$ cat src/sv/bafc_pkg.sv
// Shared types, constants and helper functions of the anisotropy field cell.
package bafc_pkg;

	localparam int unsigned MAX_CELLS = 16777216;
	localparam int unsigned CNT_W     = 25;

	// 2/mu0 scaled by 2^8, rounded
	localparam logic [28:0] GAIN = 29'd407436654;

	// 1.0 in Q60, the unit term of the uniaxial energy
	localparam logic signed [65:0] E_ONE = 66'sd1152921504606846976;

	localparam int unsigned DIV_STEPS = 64;
	localparam int unsigned DIV_CNT_W = 7;

	typedef enum logic [2:0] {
		REG_MESH_MODE,
		REG_SAT_MAG,
		REG_ANIS_A,
		REG_ANIS_B,
		REG_AXIS_ONE,
		REG_AXIS_TWO,
		REG_AXIS_THREE
	} cfg_reg_t;

	typedef enum logic [1:0] {
		T_IDLE,
		T_LANE,
		T_MERGE
	} top_state_t;

	typedef enum logic [2:0] {
		LN_IDLE,
		LN_DOT,
		LN_ABS,
		LN_DIV_P,
		LN_MUL,
		LN_FLD,
		LN_DIV_F
	} lane_state_t;

	typedef enum logic [3:0] {
		MS_C1,
		MS_P,
		MS_UU,
		MS_S2,
		MS_S3,
		MS_C2,
		MS_C3,
		MS_EW,
		MS_PP,
		MS_EQ
	} mul_step_t;

	typedef enum logic [2:0] {
		FS_T1,
		FS_T2,
		FS_T3,
		FS_ABS,
		FS_G1,
		FS_G2
	} fld_step_t;

	typedef enum logic [1:0] {
		MG_IDLE,
		MG_ACC,
		MG_DIV_GO,
		MG_DIV
	} merge_state_t;

	typedef struct packed {
		logic [31:0]        ms;
		logic signed [31:0] k1;
		logic signed [31:0] k2;
	} lane_cfg_t;

	typedef struct packed {
		logic [2:0][31:0]   h;
		logic signed [56:0] eq;
	} lane_res_t;

	typedef struct packed {
		logic signed [33:0] energy_a;
		logic signed [33:0] energy_b;
		logic signed [33:0] mean;
	} merge_res_t;

	// Signed shift right that rounds toward zero
	function automatic logic signed [65:0] trunc_shift(input logic signed [65:0] v,
			input int unsigned sh);
		logic signed [65:0] bias;
		bias = v[65] ? ((66'sd1 <<< sh) - 66'sd1) : 66'sd0;
		return (v + bias) >>> sh;
	endfunction

	function automatic logic signed [33:0] sat34(input logic signed [65:0] v);
		if (v > 66'sd8589934591) begin
			return 34'sh1FFFFFFFF;
		end else if (v < -66'sd8589934592) begin
			return 34'sh200000000;
		end
		return v[33:0];
	endfunction

endpackage

$ cat src/sv/bafc_div.sv
// Restoring divider: 64-bit unsigned numerator by 32-bit divisor, one bit per cycle.
module bafc_div import bafc_pkg::*; (
	input  logic        clk,
	input  logic        arst_n,
	input  logic        start,
	input  logic [63:0] num,
	input  logic [31:0] den,
	output logic        busy,
	output logic [63:0] quo
);

	logic [31:0]          rem_q;
	logic [63:0]          quo_q;
	logic [DIV_CNT_W-1:0] cnt_q;
	logic [32:0]          trial;
	logic                 fits;

	assign trial = {rem_q, quo_q[63]};
	assign fits  = trial >= {1'b0, den};
	assign busy  = cnt_q != '0;
	assign quo   = quo_q;

	always_ff @(posedge clk or negedge arst_n) begin
		if (!arst_n) begin
			cnt_q <= '0;
		end else if (start) begin
			cnt_q <= DIV_CNT_W'(DIV_STEPS);
		end else if (busy) begin
			cnt_q <= cnt_q - 1'b1;
		end
	end

	always_ff @(posedge clk) begin
		if (start) begin
			rem_q <= '0;
			quo_q <= num;
		end else if (busy) begin
			rem_q <= fits ? 32'(trial - {1'b0, den}) : trial[31:0];
			quo_q <= {quo_q[62:0], fits};
		end
	end

endmodule

$ cat src/sv/bafc_merge.sv
// Merging stage: energy outputs, sweep accumulators and the mean energy.
module bafc_merge import bafc_pkg::*; (
	input  logic               clk,
	input  logic               arst_n,
	input  logic               start,
	input  logic               afm,
	input  logic               empty,
	input  logic               last,
	input  logic signed [56:0] ea,
	input  logic signed [56:0] eb,
	output logic               busy,
	output merge_res_t         res
);

	merge_state_t state_q, state_d;

	logic signed [63:0]  total_q;
	logic [CNT_W-1:0]    count_q;
	logic signed [38:0]  cell_q;
	logic                take_q;
	logic                last_q;
	merge_res_t          res_q;

	logic                div_start;
	logic                div_busy;
	logic [63:0]         div_quo;
	logic [63:0]         total_mag;
	logic signed [64:0]  sum;
	logic signed [38:0]  cell_d;

	assign busy      = state_q != MG_IDLE;
	assign res       = res_q;
	assign total_mag = total_q[63] ? 64'(-total_q) : 64'(total_q);
	assign div_start = (state_q == MG_DIV_GO) && (count_q != '0);
	assign sum       = 65'(total_q) + 65'(cell_q);
	assign cell_d    = afm ? 39'(trunc_shift(66'(ea) + 66'(eb), 21))
		: 39'(trunc_shift(66'(ea), 20));

	bafc_div u_div (
		.clk    (clk),
		.arst_n (arst_n),
		.start  (div_start),
		.num    (total_mag),
		.den    (32'(count_q)),
		.busy   (div_busy),
		.quo    (div_quo)
	);

	always_ff @(posedge clk or negedge arst_n) begin
		if (!arst_n) begin
			state_q <= MG_IDLE;
		end else begin
			state_q <= state_d;
		end
	end

	always_comb begin
		state_d = state_q;
		unique case (state_q)
			MG_IDLE:   if (start) state_d = MG_ACC;
			MG_ACC:    state_d = last_q ? MG_DIV_GO : MG_IDLE;
			MG_DIV_GO: state_d = (count_q != '0) ? MG_DIV : MG_IDLE;
			MG_DIV:    if (!div_busy) state_d = MG_IDLE;
			default:   state_d = MG_IDLE;
		endcase
	end

	// sweep accumulators
	always_ff @(posedge clk or negedge arst_n) begin
		if (!arst_n) begin
			total_q <= '0;
			count_q <= '0;
		end else begin
			case (state_q)
				MG_ACC: begin
					if (take_q) begin
						if (sum > 65'(64'sh7FFFFFFFFFFFFFFF)) begin
							total_q <= 64'sh7FFFFFFFFFFFFFFF;
						end else if (sum < 65'(64'sh8000000000000000)) begin
							total_q <= 64'sh8000000000000000;
						end else begin
							total_q <= sum[63:0];
						end
						if (count_q < CNT_W'(MAX_CELLS)) count_q <= count_q + 1'b1;
					end
				end
				MG_DIV_GO: begin
					if (count_q == '0) total_q <= '0;
				end
				MG_DIV: begin
					if (!div_busy) begin
						total_q <= '0;
						count_q <= '0;
					end
				end
				default: ;
			endcase
		end
	end

	always_ff @(posedge clk) begin
		if (state_q == MG_IDLE && start) begin
			res_q.energy_a <= sat34(trunc_shift(66'(ea), 20));
			res_q.energy_b <= sat34(trunc_shift(66'(eb), 20));
			res_q.mean     <= '0;
			cell_q         <= cell_d;
			take_q         <= !empty;
			last_q         <= last;
		end else if (state_q == MG_DIV && !div_busy) begin
			if (total_q[63]) begin
				res_q.mean <= (div_quo > 64'd8589934592) ? 34'sh200000000
					: -$signed(div_quo[33:0]);
			end else begin
				res_q.mean <= (div_quo > 64'd8589934591) ? 34'sh1FFFFFFFF
					: $signed(div_quo[33:0]);
			end
		end
	end

endmodule

$ cat config.mk
export PLATFORM = sky130hd
export DESIGN_NAME = bafc_merge
export DESIGN_NICKNAME = d
export VERILOG_FILES = /design/src/sv/bafc_pkg.sv /design/src/sv/bafc_div.sv /design/src/sv/bafc_merge.sv
export SDC_FILE = /design/constraint.sdc
export NUM_CORES = 1
export LEC_CHECK = 0
export ABC_AREA = 0
export BUFFER_PORTS_ARGS = -buffer_cell sky130_fd_sc_hd__clkbuf_2
export CAP_MARGIN = 40
export CORE_MARGIN = 1.5
export CORE_UTILIZATION = 65
export CTS_CLUSTER_DIAMETER = 60
export DETAILED_ROUTE_END_ITERATION = 10
export PLACE_DENSITY = 0.86
export SYNTH_ARGS = -nofsm -noshare
export SYNTH_HDL_FRONTEND = slang
export SYNTH_SLANG_ARGS = --single-unit
$ cat constraint.sdc
create_clock -name clk -period 12.9 [get_ports clk]
set_input_delay 0.645 -clock clk [delete_from_list [all_inputs] [get_ports clk]]
set_output_delay 0.645 -clock clk [all_outputs]
set_load 0.02 [all_outputs]
# == Word level (Yosys, flattened, before mapping) ==
# Index checks and enable logic that the tools add are counted.
# word_totals
reg_bits,337
word_cells,96
in_bits,120
# classes
reduce_logical,16
add_sub_neg,10
n_eq_ne,8
n_lt_le_gt_ge,10
mux,40
# ops
cell,n
$mux W64,8
$mux W34,9
$pmux W64 S3,1
$add A57 B21 Y58,2
$gt A38 B34 Y1 const B,2
$lt A38 B34 Y1 const B,2
$mux W25,3
$add A64 B39 Y65,1
$gt A65 B64 Y1 const B,1
$lt A65 B64 Y1 const B,1
$gt A64 B33 Y1 const B,1
$gt A64 B34 Y1 const B,1
$neg A64 Y64,1
$add A58 B22 Y59,1
$add A57 B57 Y58,1
$pmux W25 S2,1
$mux W20,2
$mux W39,1
$neg A34 Y34,1
$ge A33 B25 Y1,1
$mux W32,1
$sub A32 B25 Y32,1
$add A25 B1 Y25 const B,1
$logic_not A25 Y1,1
20 further kinds,39

# == Longest topological paths before layout ==
# logic_depth
word_depth,7
mapped_depth,24
mapped_depth_nobuf,21

# == Hierarchy ==
# Synthesis repeated with hierarchy kept, for this count alone.
# hier_totals
hier_cells,3258
area_unflattened_um2,28278.4
# modules_own_cells
mod,cells_each,area_per_inst_um2,instances
bafc_merge,2638,21948.6,1
bafc_div,620,6329.8,1

# == Least setup slack after synthesis ==
# Ideal clock, no wire load.
# synth_path
path_kind,input port to flip-flop
start,in ea[18]
end,reg cell_q[26] (data pin)
path_stages,24
path_slack_ns,6.849
path_buffers,3
t_arrival_ns,5.772
required_ns,12.621
path_cell_list,ha_1 > clkbuf_1 > nand4_1 > or2_2 > o2bb2ai_1 > a21oi_1 > a21oi_1 > o31ai_1 > xnor2_1 > ha_1 > a21oi_1 > o21ai_0 > a31oi_1 > o21ai_0 > a211o_1 > o311ai_0 > nand4_1 > a22o_1 > clkbuf_1 > nand4_1 > clkbuf_1 > nor3_1 > xnor2_1 > mux2i_1
# synth_between
elab_chain_len,4
elab_cells_between_ends,5
classes_between,add/sub: 3; mux: 2
# synth_lines
item,line,text
start: declaration,bafc_merge.sv:9,"input logic signed [56:0] ea,"
$add A57 B57 Y58,bafc_merge.sv:36,"assign cell_d = afm ? 39'(trunc_shift(66'(ea) + 66'(eb), 21))"
$mux W21,bafc_pkg.sv:92,bias = v[65] ? ((66'sd1 <<< sh) - 66'sd1) : 66'sd0;
$add A58 B22 Y59,bafc_pkg.sv:93,return (v + bias) >>> sh;
$mux W39 *,bafc_merge.sv:36,
named net cell_d[26],bafc_merge.sv:29,logic signed [38:0] cell_d;
end signal: assignment,bafc_merge.sv:106,cell_q <= cell_d;
end: declaration,bafc_merge.sv:19,logic signed [38:0] cell_q;
# Mark *: on every way through the listed nets, which the timed path passes. The rest lies on a longest branch.
# A chain may end at the register's enable or synchronous reset.

# == Worst setup path after layout ==
# layout_path
start,in ea[16]
end,reg cell_q[36] (data pin)
# Same word-level chain as after synthesis.

==> run metrics <==
gr ovfl total=0; Max-slew headroom=0.365; power per cell area=210 nW/µm²; Data required, critical path=13.20 ns; Clock transition at path regs=0.06 ns; pre-CTS setup slack=6.07 ns; Die Area=42,500 µm²; die height=~210 µm; first-pass GRT wire length=117,000 µm; RR Startpoint=total_q[0]; placed cell count=between 3k and 4k; fin area=29,800 µm²; First-pass DRT Iterations=7; Tot GR Track Use=0.336; Setup Skew=about 0.026 ns; Layout Cells excl Fill=3,817; synthesized instance count=3,112; Design Power=6.27 mW; most frequent cells in the layout=nand2_1, o21ai_0, a21oi_1, nor2_1, clkbuf_2; crit path from=ea[16]; Mapped Nets=3,434; Worst Reg2Reg Path Length in Cells=16; TritonCTS clock tree=yes; Tmin final=6.41 ns; htree depth=2; ys flop type=edfxtp_1; effective utilization at floorplan=0.658; Initial DRC Count=2,316; Rows=74; status=complete, no violations; Hold Vio Cnt, Final=0; RSZ-0062 raised after global routing=no; setup TNS=0 ns; Core Area=40,700 µm²; Clock Tree Root=clkbuf_16; final setup margin=6.49 ns; CTS Hold Bufs=0; type of origin of the critical path=input pin; Worst R2R End=total_q[57]; Max Slew Vio Count=0; Seq cells post-synth=between 300 and 400; largest net degree at the start of global routing=between 100 and 150; initial antenna violation count=1; max frequency=~160 MHz; final wirelength=72,300 µm; Layout area overhead=11.1%; clock sink count=336; Hold WS=0.0554 ns; Clock Path Buffers=3; Synth cell types=86; final core occ=0.731; WS Path Type=input pin to flop; crit path max fanout=17; layout cells sized above 1=0.112; Detail Route Antenna Nets=0; Syn Area/Cell=8.62 µm²; min-delay worst type=input pin to asynchronous set/reset pin; crit share post-route=0.497; final setup vio count=0; number of synthesized flops with an enable pin=172; Post-Syn Area=26,800 µm²; critical path arrival=6.71 ns; Num CTS Buffers=40; Post-DP HPWL=54,800 µm; Setup Fix Bufs, Post-CTS=0; IO Port Bufs=about 220; Crit. End Element=flop; total number of vias=24.8k; worst-skew pair later-pin latency=approximately 0.57 ns; Ys Warns=0; Post-synth ARST share=0.292; critical path endpoint=cell_q[36]; # nets final=3,574; Placed Area=28,400 µm²; Worst Tran Pin Value=between 0.9 and 1 ns; Via density=between 6 and 7; routed len/inst=18.9 µm; Die Span X=between 200 and 250 µm; register area share after synthesis=0.333; LEAKAGE=about 12 nW; post_cts resized=0; maxcap violations=0; Max VDD drop=about 120 µV; IO Count=around 220; r2r setup slk=7.56 ns; vias in the first global route=~24k; RD Place Congestion=approximately 0.96; most common cell after layout, fill and taps aside=nand2_1; drt drc=0
worst min path at each step:
stage | start | to | slack, ns | cells past startpoint
2_1_floorplan | arst_n | count_q[0] | 0.35 | 0
3_3_place_gp | res[0] | res[0] | 0.44 | 2
3_5_place_dp | res[1] | res[1] | 0.45 | 2
4_1_cts | arst_n | state_q[1] | 0.04 | 1
5_1_grt | arst_n | state_q[1] | 0.08 | 1
6_report | arst_n | state_q[1] | 0.06 | 1
cell usage after synthesis, types with 35 or more instances:
cell type  count  area share
clkbuf_1     142       0.020
xor2_1       173       0.056
and3_1        36      0.0084
nand4_1       60       0.014
nor3_1       105       0.020
mux2i_1       35       0.013
dfxtp_1       66       0.049
nand2_1      294       0.041
dfrtp_1       98       0.091
ha_1         199       0.093
a211oi_1      38       0.011
inv_1         92       0.013
a221o_1       64       0.024
nor2_1       223       0.031
a21o_1        85       0.024
xnor2_1      156       0.051
a21oi_1      233       0.043
nand3_1       87       0.016
o21ai_0      257       0.048
edfxtp_1     172        0.19
sequential cells by signal (all words and copies together) (netlist names):
signal       count
last_q           1
count_q         25
take_q           1
cell_q          38
u_div.cnt_q      7
res            102
u_div.quo       64
state_q          2
total_q         64
u_div.rem_q     32
cell type report:
type	count	area [µm²]
flip-flops and latches	336	8940
diodes	1	2.50
clock buffers	50	1100
clock inverters	24	313
repair buffers	249	1420
fillers	3022	10900
well taps	532	666
multi-input cells	2532	17000
inverters	93	349
metal layers:
| metal | routed length [µm] | track usage |
|---|---|---|
| met1 | 30700 | 0.441 |
| met5 | 0 | 0 |
| met4 | 2370 | 0.124 |
| met3 | 5560 | 0.0535 |
| met2 | 33700 | 0.560 |
power by group:
group,switching (mW),leakage [nW],internal [mW]
logic,1.82,8.24,1.31
clock network,0.459,0.688,0.748
registers,0.372,3.51,1.56
worst max-delay path, cell delays in order:
cell and delay [ns]:
clkbuf_2 0.10, ha_1 0.42, a21oi_1 0.29, o21ai_0 0.23, a221oi_1 0.82, a21oi_1 0.32
o31ai_1 0.31, xnor2_1 0.09, buf_4 0.22, ha_1 0.35, nand4_1 0.12, o21ai_0 0.20
a31oi_1 0.05, o21ai_0 0.27, a211o_1 0.17, o311ai_0 0.14, nand4_1 0.11, a22o_1 0.35
nand4_1 0.60, nor4_2 0.60, a21bo_2 0.21, a31oi_1 0.07
cells by family after synthesis:
logic type,after synthesis,synth area share
flops,336,0.333
xor+xnor,329,0.107
buf+inv,244,0.0344
mux,37,0.0139
simple gates,1017,0.188
compound gates,947,0.228
fa+ha+maj,202,0.0951
(Power assumes the default switching activity.)
